File: src/design/assert_macros.svh
// ----------------------------------------------------------------------------
// Assertion macros
// Shared concurrent assertion wrappers; they compile away under SYNTHESIS.
// ----------------------------------------------------------------------------
`ifndef ASSERT_MACROS_SVH
`define ASSERT_MACROS_SVH
`ifndef SYNTHESIS
// checked only while reset is released
`define BPA_ASSERT(lbl, prop, msg) \
    lbl: assert property (@(posedge i_clk) disable iff (!i_rst_n) prop) else $error(msg);
// checked at every edge, reset included
`define BPA_ASSERT_NORST(lbl, prop, msg) \
    lbl: assert property (@(posedge i_clk) prop) else $error(msg);
`else
`define BPA_ASSERT(lbl, prop, msg)
`define BPA_ASSERT_NORST(lbl, prop, msg)
`endif
`endif

File: src/design/bpa_pkg.sv
// ----------------------------------------------------------------------------
// Buddy page allocator package
// Geometry, codes, list index helper and the list update command.
// ----------------------------------------------------------------------------
package bpa_pkg;

    localparam int FRAMES    = 4096;
    localparam int PW        = $clog2(FRAMES);   // frame number width
    localparam int LW        = PW + 1;           // link width, null marker included
    localparam int TOP_ORDER = 10;
    localparam int OW        = 4;                // order width
    localparam int LISTS     = 2 * (TOP_ORDER + 1);
    localparam int LIW       = $clog2(LISTS);
    localparam int CW        = 13;               // register / counter width

    localparam logic [LW-1:0] LINK_NONE = LW'(FRAMES);
    localparam logic [CW-1:0] COUNT_TOP = {CW{1'b1}};
    localparam logic [OW-1:0] NOT_HEAD  = 4'd15;

    // request kinds
    localparam logic FUNC_ALLOC = 1'b0;
    localparam logic FUNC_FREE  = 1'b1;

    // result status codes
    localparam logic [1:0] ST_DONE    = 2'd0;
    localparam logic [1:0] ST_ORDER   = 2'd1;
    localparam logic [1:0] ST_NOMEM   = 2'd2;
    localparam logic [1:0] ST_IGNORED = 2'd3;

    // configuration register indexes
    localparam logic [1:0] REG_TOTAL  = 2'd0;
    localparam logic [1:0] REG_KEND   = 2'd1;
    localparam logic [1:0] REG_DMA    = 2'd2;

    // one update of the free list table
    typedef struct packed {
        logic            head_we;
        logic            cnt_inc;
        logic            cnt_dec;
        logic [LIW-1:0]  idx;
        logic [LW-1:0]   head_val;
    } t_list_cmd;

    function automatic logic [LIW-1:0] list_idx(input logic z, input logic [OW-1:0] o);
        list_idx = z ? LIW'(o) + LIW'(TOP_ORDER + 1) : LIW'(o);
    endfunction

endpackage

File: src/design/bpa_lists.sv
// ----------------------------------------------------------------------------
// Buddy allocator free list table
// Head and count per (zone, order) list; a list is non-empty while its count is.
// ----------------------------------------------------------------------------
module bpa_lists (
    input  logic                       i_clk,
    input  logic                       i_rst_n,
    input  bpa_pkg::t_list_cmd         i_cmd,
    input  logic [bpa_pkg::LIW-1:0]    i_ridx,
    output logic [bpa_pkg::LW-1:0]     o_head,
    output logic [bpa_pkg::LISTS-1:0]  o_nonempty
);
    import bpa_pkg::*;

    logic [LW-1:0] r_head [LISTS];
    logic [CW-1:0] r_cnt  [LISTS];

    // list heads and saturating counts
    always_ff @(posedge i_clk) begin
        if (!i_rst_n) begin
            for (int i = 0; i < LISTS; i++) begin
                r_head[i] <= LINK_NONE;
                r_cnt[i]  <= '0;
            end
        end else begin
            if (i_cmd.head_we) begin
                r_head[i_cmd.idx] <= i_cmd.head_val;
            end
            if (i_cmd.cnt_inc && r_cnt[i_cmd.idx] != COUNT_TOP) begin
                r_cnt[i_cmd.idx] <= r_cnt[i_cmd.idx] + 1'b1;
            end else if (i_cmd.cnt_dec && r_cnt[i_cmd.idx] != '0) begin
                r_cnt[i_cmd.idx] <= r_cnt[i_cmd.idx] - 1'b1;
            end
        end
    end

    assign o_head = r_head[i_ridx];

    always_comb begin
        for (int i = 0; i < LISTS; i++) begin
            o_nonempty[i] = (r_cnt[i] != '0);
        end
    end
endmodule

File: config.mk
export PLATFORM = sky130hd
export DESIGN_NAME = bpa_lists
export DESIGN_NICKNAME = d
export VERILOG_FILES = /design/src/design/assert_macros.svh /design/src/design/bpa_pkg.sv /design/src/design/bpa_lists.sv
export SDC_FILE = /design/constraint.sdc
export NUM_CORES = 1
export LEC_CHECK = 0
export BUFFER_PORTS_ARGS = -buffer_cell sky130_fd_sc_hd__buf_2
export CAP_MARGIN = 5
export CORE_MARGIN = 3
export CORE_UTILIZATION = 50
export CTS_CLUSTER_SIZE = 30
export DETAILED_ROUTE_END_ITERATION = 10
export PLACE_DENSITY = 0.68
export SYNTH_ARGS = -nofsm -noshare
export SYNTH_HDL_FRONTEND = slang
export SYNTH_SLANG_ARGS = --single-unit
File: constraint.sdc
create_clock -name i_clk -period 5.3 [get_ports i_clk]
set_input_delay 1.06 -clock i_clk [delete_from_list [all_inputs] [get_ports i_clk]]
set_output_delay 1.06 -clock i_clk [all_outputs]
set_load 0.005 [all_outputs]
[Word-level counts from Yosys, hierarchy flattened]
Memories as Yosys holds them, arrays and structs flattened.
Index checks and enable logic that the tools add are counted.
Operators by class
  add/sub/neg operators: 2
  equality and inequality tests: 1
  mux-type cells: 18
  bitwise logic cells: 1
  reductions and logical operators: 27
Operators with widths (number)
  nonzero test 13 bit: 23
  2-to-1 mux 13 bit: 3
  OR reduction 13 bit: 2
  adder 13 x 1 -> 13 bit (second input constant): 1
  2-to-1 mux 1 bit: 13
  inequality test 13 bit (second input constant): 1
  subtractor 13 x 1 -> 13 bit (second input constant): 1
  2-to-1 mux 5 bit: 2
  logical AND 1 bit: 2
  OR 1 bit: 1
Storage, ports and cells
  bits in registers: 0
  memory bits (writable): 572
  input bits: 28
  output and inout bits: 35
  word-level logic and storage cells: 51
  memories kept: 2
Memories
  r_cnt: depth 22, width 13, rd ports 23, clocked after Yosys merged registers in 0, wr ports 22, line bpa_lists.sv:16  | logic [CW-1:0] r_cnt [LISTS];
  r_head: depth 22, width 13, rd ports 1, clocked after Yosys merged registers in 0, wr ports 22, line bpa_lists.sv:15  | logic [LW-1:0] r_head [LISTS];

[Depth between registers and ports, before layout]
Gate-level depths: netlist (run 1).
An unclocked memory read counts as a cell.
  depth in word-level cells: 10
  mapped depth: 23
  mapped depth without buffers: 17

[Worst setup path after synthesis (run 1)]
OpenSTA, ideal clock, no wires.
  kind: input -> register
  start: input port i_cmd[14] (netlist name)
  end: memory r_cnt[5][11] (data pin)
  setup time: 0.260 ns
  arrival: 5.459 ns
  setup slack: -0.419 ns
  cell stages on the path: 22
  path buffers: 5
  path through: buf_2 -> or4_4 -> buf_6 -> o22ai_1 -> nor4_1 -> nand2_1 -> nand3_1 -> o41ai_4 -> nand2_4 -> inv_2 -> buf_4 -> ha_1 -> clkbuf_1 -> inv_1 -> a21oi_1 -> or4b_2 -> a31oi_1 -> a21oi_1 -> o211ai_1 -> o211ai_2 -> buf_2 -> nor2b_1
RTL lines
  start, declared: line bpa_lists.sv:8  | input bpa_pkg::t_list_cmd i_cmd,
  end, declared: line bpa_lists.sv:16

==> results of run 1 <==
==> registers in the layout, indices dropped and copies added, names as in the netlist <==
signal  cells
r_head    416
r_cnt     416
==> per-layer routing <==
metal	GRT usage (%)	vias up	routed length [um]	share of wire, %
li1	-	10400	-	-
met1	36.2	12300	41900	38
met2	47.5	1091	54800	50
met3	3.98	253	7490	6.8
met4	12.2	4	5650	5.1
met5	0	-	28	0.025
==> worst max path at each step <==
stage                   start                           to  slack, ns  depth (start not counted)
floorplan           i_cmd[16]  r_cnt[13][11]$_SDFFCE_PN0P_      -0.08                         22
global placement    i_cmd[15]       r_cnt[22][4]$_DFFE_PP_      -0.87                         21
detailed placement  i_cmd[17]       r_cnt[23][4]$_DFFE_PP_      -0.85                         21
CTS                 i_cmd[15]  r_cnt[16][11]$_SDFFCE_PN0P_       0.02                         20
global route        i_cmd[15]  r_cnt[18][10]$_SDFFCE_PN0P_      -0.08                         22
finish              i_cmd[15]   r_cnt[5][10]$_SDFFCE_PN0P_      -0.01                         23
==> cell usage after synthesis (all sizes together) (3+ instances only) <==
cell type  instances  area [um^2]
and3               5         31.3
xnor2             11          104
nand4b             5         56.3
mux2i            209         2090
o21ai             32          160
or4                3         26.3
nand4             27          175
nand2b            10         62.6
edfxtp           832        25000
or2               14         87.6
nand3b             5         37.5
clkbuf           126          473
o21a               3         23.8
inv               22         82.6
o211ai             3         27.5
a21oi              9         45.0
o22ai            104          651
or3               26          163
nand4bb            6         67.6
a41oi              3         33.8
a31oi              4         25.0
nor2b             24          150
nor2             316         1190
or4b               5         57.6
buf               90          507
nor3              49          350
nand2             47          194
mux2              13          146
nor4              75          524
a21o               4         30.0
ha                 5         62.6
nand3              9         45.0
and2             267         1670
mux4             130         2930
==> worst register-to-register path: stages (launching register included) <==
cell and delay, ns:
edfxtp_1 0.39, mux2i_1 0.43, o22ai_1 0.15, buf_4 0.16
nor4_1 0.24, nand2_2 0.17, nor4_4 0.36, a41oi_2 0.21
nand2_4 0.12, buf_4 0.11, xnor2_1 0.05, ha_1 0.21
nand3b_1 0.18, a21oi_2 0.18, a41oi_1 0.07, o211ai_1 0.27
a2bb2oi_2 0.13, a221oi_4 0.37, xnor2_4 0.26, clkbuf_16 0.27
nor2_1 0.06
==> report_power, final <==
group	internal (uW)	leakage (uW)	switching, uW	total (uW)
combinational	837	0.00717	1220	2060
clock	3480	0.00137	2530	6010
sequential	7530	0.00803	91.8	7620
==> metrics by stage <==
step	hold slack (ns)	power, uW	cell area (um^2)	utilization (%)	instances
2_1_floorplan	0.907	8620	37600	-	2512
3_3_place_gp	1.49	9670	42100	57.3	3762
3_5_place_dp	1.49	9700	42100	57.3	3762
4_1_cts	0.940	15700	45000	61.2	3923
5_1_grt	0.979	16100	45500	61.8	3936
6_report	0.972	15700	45500	61.8	3937
==> layout make-up <==
cell class | count | area [um^2] | share of cell area (%)
inverter | 22 | 88.8 | 0.195
timing repair inverter | 1 | 7.51 | 0.0165
clock buffer | 105 | 2290 | 5.03
clock inverter | 56 | 537 | 1.18
sequential | 832 | 25000 | 54.9
antenna | 1 | 2.50 | 0.00550
tap | 959 | 1200 | 2.64
timing repair buffer | 519 | 4480 | 9.86
multi-input combinational | 1442 | 11900 | 26.2
==> cell families (layout without fill, tap and decap cells) <==
family	after synthesis	after routing
and+or+nand+nor	895	895
DFF	832	832
muxes	352	352
buffers and inverters	238	703
AOI/OAI and AO/OA	175	175
xor gates and xnor gates	13	13
adders and majority gates	7	7
other	0	1
==> timing repair <==
item | in CTS | in global routing
pin swaps | 0 | 14
endpoints found under the setup margin | 139 | 276
endpoints found under the hold margin | 0 | 0
setup buffers | 0 | 11
cloned | 0 | 2
resized for setup | 8 | 64
==> flow_summary.toml, run 1 <==
[worst_setup_path]
arrival_ns = 5.70
worst_path_most_repeated_cell = "buf_4"
r2r_end = "r_cnt[5][10]$_SDFFCE_PN0P_"
regToRegSetupSlack_ns = 0.66
startpoint_type = "primary input"
timing_worst_setup_path_type = "primary input to flip-flop"
reg2reg_depth = 20
slowest_delay_ns = 0.58
path_cells = "clkbuf_4 > buf_4 > or4b_4 > buf_4 > o22ai_2 > nor4_1 > nand2_1 > buf_4 > nand4_4 > o41ai_4 > nand2_4 > buf_4 > xnor2_1 > ha_1 > nand3b_1 > a21oi_2 > a41oi_1 > o211ai_1 > a2bb2oi_2 > a221oi_4 > xnor2_4 > clkbuf_16 > nor2_1"
end_kind = "flip-flop"
timing.rr.start = "r_cnt[19][0]$_SDFFCE_PN0P_"
crit_buf_inv = 6
critical-path-top-delay-family = "compound AO/OA/AOI/OAI gates"
crit_slowest_cell = "or4b_4"
critPathMaxFanout = 14
worst-endpoint-required_ns = 5.69

[detailed_routing]
vias_per_cell = 6.09
routedWlPerCell_um = 27.9
drc = 0
routed_wl_um = 110000
drt-initial-drc-count = 2684
dr.pass1.iters = 5
via_count = 24000
ant_nets = 0

[grt]
antenna_found_initial = 4
grt_pass1_wl_um = 160000
grt_max_degree = 52
grt.overflow.total = 0
grt_pass1_vias = 24000
grt_use_total_pct = 28.0

[synth]
netlist_instances = 2512
synth_compound_area_share_pct = 3.06
synth-xor-area-share_pct = 0.344
synth_edf_count = 832
synth_flop_cell = "edfxtp_1"
post_synth.cell_area_avg_um2 = 14.9
ys_seq_area_share_pct = 66.7
synthSimpleGateAreaFrac_pct = 13.1
synthArstFlopShare_pct = 0
yosysUniqueCellTypes = 69
synth_top_family_by_area = "multiplexers"
synth_nets = 2545
synth_area_mm2 = 0.0375
synthMuxAreaShare_pct = 13.8
ys_warn_count = 0
synth_seq_cells = 832
synth_fa_ha_area_share_pct = 0.227

[floorplanning]
ioPinCount = 63
die_area_mm2 = 0.0783
core-area_mm2 = 0.0736
dieWidth_um = 280
initial_utilization_pct = 50.9
die_y_um = 280
rows = 99

[final_layout]
drive_gt1_share_pct = 30.5
fin_nets = 2938
final_common_cell = "edfxtp_1"
fillCellCount = 5472
syn_to_final_growth_pct = 21.4
final_cell_mix = "edfxtp_1 (832), buf_4 (397), nor2_1 (315)"

[clock_network]
cts-buffers-inserted = 87
clk-insertion-delay-late_ns = 0.64
htreeDepth = 3
cts_buffer_depth = 3
holdBufCountCts = 0
root_buffer = "clkbuf_16"
tritoncts = "done"
clk_pin_slew_ns = 0.06
cts_sinks = 832

[timing]
setup_ws_ns = -0.0145
clock_skew_ns = 0.0217
finalSetupViolations = 6
rsz0062_at_grt = "yes"
maxSlewViolCount = 0
relSlewSlack_pct = 35.6
period_needed_ns = 5.31
layout_worst_path_cycle_share_pct = 100
max_freq_mhz = 188
worst_pin_slew_ns = 0.958
hold_viol = 0
setup_tns_ns = -0.0568

[place]
gp_congestion = 1.03
place_ws_ns = -0.852
port_buffers = 62
hpwl_um = 77200

[pwr]
power.density_mw_per_mm2 = 345
leakage_uw = 0.0166
peakVddDrop_mv = 0.293

[status]
violations = "negative setup slack"
outcome = "complete, but fails checks"

[job]
maxCapViolCount = 0

[hold_path]
min_to = "r_head[22][12]$_DFFE_PP_"
min_path_cells = 1
min_path_type = "primary input to flip-flop"
hold_path_startpoint = "i_cmd[12]"
(Power assumes the default switching activity.)
==> run 2, diff against run 1 <==
- CORE_ASPECT_RATIO: not set -> 0.5
- MAX_ROUTING_LAYER: not set -> met4
==> flow_summary.toml, run 2 (synthesis gave the netlist of run 1 again) <==
[status]
outcome = "complete, no violations"

[grt]
grt.overflow.total = 0
grt_use_total_pct = 28.8
grt_max_degree = 105
antenna_found_initial = 3
grt_pass1_vias = 23200
grt_pass1_wl_um = 158000

[pwr]
p_sw_share_pct = 24.9
p_clk_share_pct = 36.4
p_sw_uw = 3750
p_seq_share_pct = 50.7
power.density_mw_per_mm2 = 337
power_frac_comb_pct = 13.0
p_int_uw = 11300
peakVddDrop_mv = 0.214
leakage_uw = 0.0162

[detailed_routing]
dr.pass1.iters = 6
drc = 0
ant_nets = 0
via_count = 23700
routedWlPerCell_um = 27.5
routed_wl_um = 108000
drt-initial-drc-count = 3102
vias_per_cell = 6.03

[place]
dpl_cell_area_mm2 = 0.0421
hpwl_um = 74000
gp_congestion = 1.12
port_buffers = 62
dp_cells = 3785

[floorplanning]
die_area_mm2 = 0.0785
core-area_mm2 = 0.0737
rows = 70
dieWidth_um = 393
die_y_um = 200
ioPinCount = 63
initial_utilization_pct = 50.9

[worst_setup_path]
worst_path_most_repeated_cell = "buf_4"
critical-path-top-delay-family = "compound AO/OA/AOI/OAI gates"
arrival_ns = 5.59
end_kind = "flip-flop"
timing_worst_setup_path_type = "primary input to flip-flop"
crit_slowest_cell = "or4b_4"
worst-endpoint-required_ns = 5.72
crit_buf_inv = 5
slowest_delay_ns = 0.61
startpoint_type = "primary input"
path_cells = "buf_2 > buf_4 > or4b_4 > o22ai_1 > nor4_4 > nand2_2 > buf_4 > nand3_1 > o41ai_4 > nand2_4 > buf_4 > xnor2_1 > ha_1 > nand3b_1 > a21oi_1 > a41oi_1 > o211ai_1 > a2bb2oi_1 > a221oi_2 > xnor2_2 > buf_12 > nor2_1"
critPathMaxFanout = 14

[final_layout]
finalInstanceArea_mm2 = 0.0446
final_cell_mix = "edfxtp_1 (832), buf_4 (371), nor2_1 (315)"
reg_top3 = "r_cnt: 416 flops, r_head: 416 flops"
syn_to_final_growth_pct = 19.1
fin_nets = 2896
drive_gt1_share_pct = 28.3
final_cell_count_no_fill = 3931
final_common_cell = "edfxtp_1"

[clock_network]
clk-insertion-delay-late_ns = 0.68
cts-buffers-inserted = 75
clk_pin_slew_ns = 0.06
root_buffer = "clkbuf_16"
cts_buffer_depth = 3
cts_sinks = 832
htreeDepth = 3
tritoncts = "done"

[timing]
rsz0062_at_grt = "no"
holdWs_ns = 0.933
maxSlewViolCount = 0
finalSetupViolations = 0
setup_tns_ns = 0
period_needed_ns = 5.17
hold_viol = 0
worst_pin_slew_ns = 1.10
layout_worst_path_cycle_share_pct = 97.5
relSlewSlack_pct = 26.2
clock_skew_ns = 0.0303
max_freq_mhz = 193

[hold_path]
min_path_type = "primary input to flip-flop"

[job]
maxCapViolCount = 0
==> run 2: cell count changes in the layout (fill, tap and decap cells not counted), moves of 7 or more <==
| cell | delta |
|---|---|
| o22ai_2 | -8 |
| buf_6 | -7 |
| buf_4 | -26 |
| o22ai_1 | +18 |
| clkinv_1 | -8 |
| o22ai_4 | -10 |
| clkbuf_16 | -15 |
==> run 2: layer usage <==
metal | routed length [um] | GRT usage, % | vias up
met5 | 0 | - | -
met3 | 8250 | 3.89 | 183
li1 | - | - | 10300
met1 | 45700 | 40.3 | 12200
met2 | 50700 | 44.4 | 1068
met4 | 3560 | 9.00 | 0
==> run 2: final timing paths <==
| check | startpoint | endpoint | slack (ns) | cells past startpoint |
|---|---|---|---|---|
| max | i_cmd[17] | r_cnt[15][10]$_SDFFCE_PN0P_ | 0.13 | 22 |
| min reg2reg | r_cnt[20][5]$_SDFFCE_PN0P_ | r_cnt[3][5]$_SDFFCE_PN0P_ | 1.66 | 9 |
| max reg2reg | r_cnt[9][1]$_SDFFCE_PN0P_ | r_cnt[15][11]$_SDFFCE_PN0P_ | 0.72 | 19 |
| min | i_cmd[1] | r_head[27][1]$_DFFE_PP_ | 0.93 | 1 |
==> run 2: power groups by stage <==
stage / clock [uW] / combinational, uW / sequential (uW)
CTS: 5540 / 1920 / 7610
detailed placement: 0 / 1920 / 7750
finish: 5470 / 1950 / 7620
floorplan: 0 / 901 / 7720
global route: 5790 / 2040 / 7630
global placement: 0 / 1900 / 7740
==> run 2: through the flow <==
| stage | power, uW | worst slack [ns] | utilization, % |
|---|---|---|---|
| floorplan | 8620 | -0.0827 | - |
| global placement | 9640 | -0.629 | 57.1 |
| detailed placement | 9670 | -0.703 | 57.1 |
| CTS | 15100 | 0.0939 | 60.4 |
| global route | 15500 | 0.000161 | 60.6 |
| finish | 15000 | 0.131 | 60.6 |
==> run 2: what timing repair did <==
item	in CTS	in global routing
hold endpoints to repair	0	0
pin swaps	0	4
hold buffers	0	0
setup buffers	0	9
endpoints found under the setup margin	10	249
resized for setup	1	15
==> run 2: cell type report <==
class	count	area (um^2)
Multi-Input combinational cell	1442	11600
Fill cell	5547	29000
Clock buffer	96	1960
Clock inverter	38	433
Timing Repair Buffer	490	4270
Sequential cell	832	25000
Antenna cell	3	7.51
Tap cell	1008	1260
Inverter	22	85.1
==> run 2: worst reg2reg max path: cells and delay by family, from the launching register on <==
family / cells / cell delay [ns]
flip-flops: 1 / 0.40
buffers and inverters: 4 / 0.62
adder cells (fa/ha/maj): 1 / 0.31
AND/OR/NAND/NOR: 6 / 1.59
AO/OA/AOI/OAI: 7 / 1.18
multiplexers: 1 / 0.23
==> run 3, diff against run 2 <==
--- a/constraint.sdc
+++ b/constraint.sdc
@@ -3,2 +3,2 @@
 set_output_delay 1.06 -clock i_clk [all_outputs]
-set_load 0.005 [all_outputs]
+set_load 0.01 [all_outputs]
==> flow_summary.toml, run 3 (synthesis gave the netlist of run 1 again) <==
[place]
place_ws_ns = -0.669
hpwl_um = 74800
gp_congestion = 1.02
dp_cells = 3804
port_buffers = 62

[floorplanning]
rows = 70
die_area_mm2 = 0.0785
initial_utilization_pct = 50.9
core-area_mm2 = 0.0737
die_y_um = 200
ioPinCount = 63
dieWidth_um = 393

[final_layout]
reg_top3 = "r_cnt: 416 flops, r_head: 416 flops"
final_core_util_pct = 60.9
final_cell_count_no_fill = 3943
drive_gt1_share_pct = 29.6
final_cell_mix = "edfxtp_1 (832), buf_4 (386), nor2_1 (315)"
fin_nets = 2911
final_common_cell = "edfxtp_1"
num_antenna_cells = 0
syn_to_final_growth_pct = 19.7

[pwr]
power.density_mw_per_mm2 = 337
leakage_uw = 0.0163
peakVddDrop_mv = 0.232

[detailed_routing]
routed_wl_um = 109000
vias_per_cell = 5.99
routedWlPerCell_um = 27.5
via_count = 23600
ant_nets = 0
drc = 0
drt-initial-drc-count = 3067
dr.pass1.iters = 5

[clock_network]
clk_pin_slew_ns = 0.06
cts_sinks = 832
holdBufCountCts = 0
htreeDepth = 3
clk-insertion-delay-late_ns = 0.67
tritoncts = "done"
cts-buffers-inserted = 75
root_buffer = "clkbuf_16"
cts_buffer_depth = 3

[grt]
grt_use_total_pct = 28.7
grt.overflow.total = 0
grt_max_degree = 63
grt_pass1_vias = 23200
antenna_found_initial = 0
grt_pass1_wl_um = 156000

[worst_setup_path]
arrival_ns = 5.56
critPathMaxFanout = 14
path_cells = "buf_2 > or4_4 > buf_4 > buf_4 > o22ai_1 > nor4_1 > nand2_1 > buf_4 > nand3_1 > o41ai_4 > nand2_4 > buf_4 > xnor2_1 > ha_1 > nand3b_1 > a21oi_2 > a41oi_1 > o211ai_1 > a2bb2oi_1 > a221oi_2 > xnor2_4 > buf_12 > nor2_1"
worst_path_most_repeated_cell = "buf_4"
worst-endpoint-required_ns = 5.70
reg2reg_depth = 19
timing_worst_setup_path_type = "primary input to flip-flop"
end_kind = "flip-flop"
slowest_delay_ns = 0.58
startpoint_type = "primary input"
crit_slowest_cell = "or4_4"

[timing]
hold_viol = 0
period_needed_ns = 5.16
worst_pin_slew_ns = 1.01
clock_skew_ns = 0.0238
relSlewSlack_pct = 32.4
layout_worst_path_cycle_share_pct = 97.3
holdWs_ns = 0.945
finalSetupViolations = 0
maxSlewViolCount = 0
setup_ws_ns = 0.141
max_freq_mhz = 194

[job]
maxCapViolCount = 0

[hold_path]
min_path_type = "primary input to flip-flop"
min_path_cells = 1

[status]
outcome = "complete, no violations"
==> run 3: cell count changes in the layout (fill, tap and decap cells not counted), moves of 5 or more <==
| cell | delta |
|---|---|
| mux2i_1 | -6 |
| mux2i_2 | +6 |
| o22ai_2 | +6 |
| clkbuf_1 | -6 |
| buf_4 | +15 |
| nor4_2 | +7 |
| clkinvlp_4 | +5 |
| nor4_1 | -6 |
| o22ai_1 | -8 |
==> run 3: cell type report <==
cell class / count / area, um^2
clock inverters: 42 / 435
multi-input cells: 1444 / 11800
flip-flops and latches: 832 / 25000
clock buffers: 92 / 1980
repair buffers: 503 / 4340
inverters: 22 / 85.1
well taps: 1008 / 1260
fillers: 5491 / 28800
==> run 3: worst max-delay path: cells and delay by family <==
kind / cells / cell delay [ns]
compound gates: 7 / 1.54
xor+xnor: 2 / 0.37
fa+ha+maj: 1 / 0.21
buf+inv: 6 / 1.04
simple gates: 7 / 1.31
==> run 3: worst paths after layout <==
kind                             startpoint                     endpoint  slack, ns
setup / recovery                  i_cmd[15]  r_cnt[11][10]$_SDFFCE_PN0P_       0.14
hold / removal                    i_cmd[12]     r_head[26][12]$_DFFE_PP_       0.94
setup reg to reg  r_cnt[1][7]$_SDFFCE_PN0P_   r_cnt[7][12]$_SDFFCE_PN0P_       0.67
hold reg to reg      r_cnt[26][1]$_DFFE_PP_    r_cnt[2][2]$_SDFFCE_PN0P_       1.63
==> run 3: per-layer routing <==
layer | share of wire (%) | track usage (%) | vias to the layer above
met5 | 0 | - | -
met4 | 2.5 | 7.13 | 0
met2 | 47 | 45.3 | 1040
li1 | - | - | 10300
met1 | 42 | 39.3 | 12100
met3 | 8.3 | 4.72 | 155
==> run 3: what timing repair did <==
action | in CTS | in global routing
buffers inserted | 0 | 3
resized for setup | 0 | 43
endpoints found under the setup margin | 0 | 255
==> run 3: metrics by stage <==
step / TNS, ns / area, um^2 / total power, uW
final: 0 / 44900 / 15100
after global routing: -0.00295 / 44900 / 15500
after CTS: 0 / 44600 / 15100
after detailed placement: -152.38 / 42200 / 9690
after global placement: -154.76 / 42200 / 9660
after floorplan: -1.45 / 37600 / 8630
==> run 3: power by group <==
group / internal [uW] / switching (uW) / total (uW) / leakage (uW)
Combinational: 788 / 1190 / 1970 / 0.00708
Clock: 3030 / 2480 / 5510 / 0.00117
Sequential: 7520 / 90.8 / 7620 / 0.00803
Total: 11300 / 3760 / 15100 / 0.0163
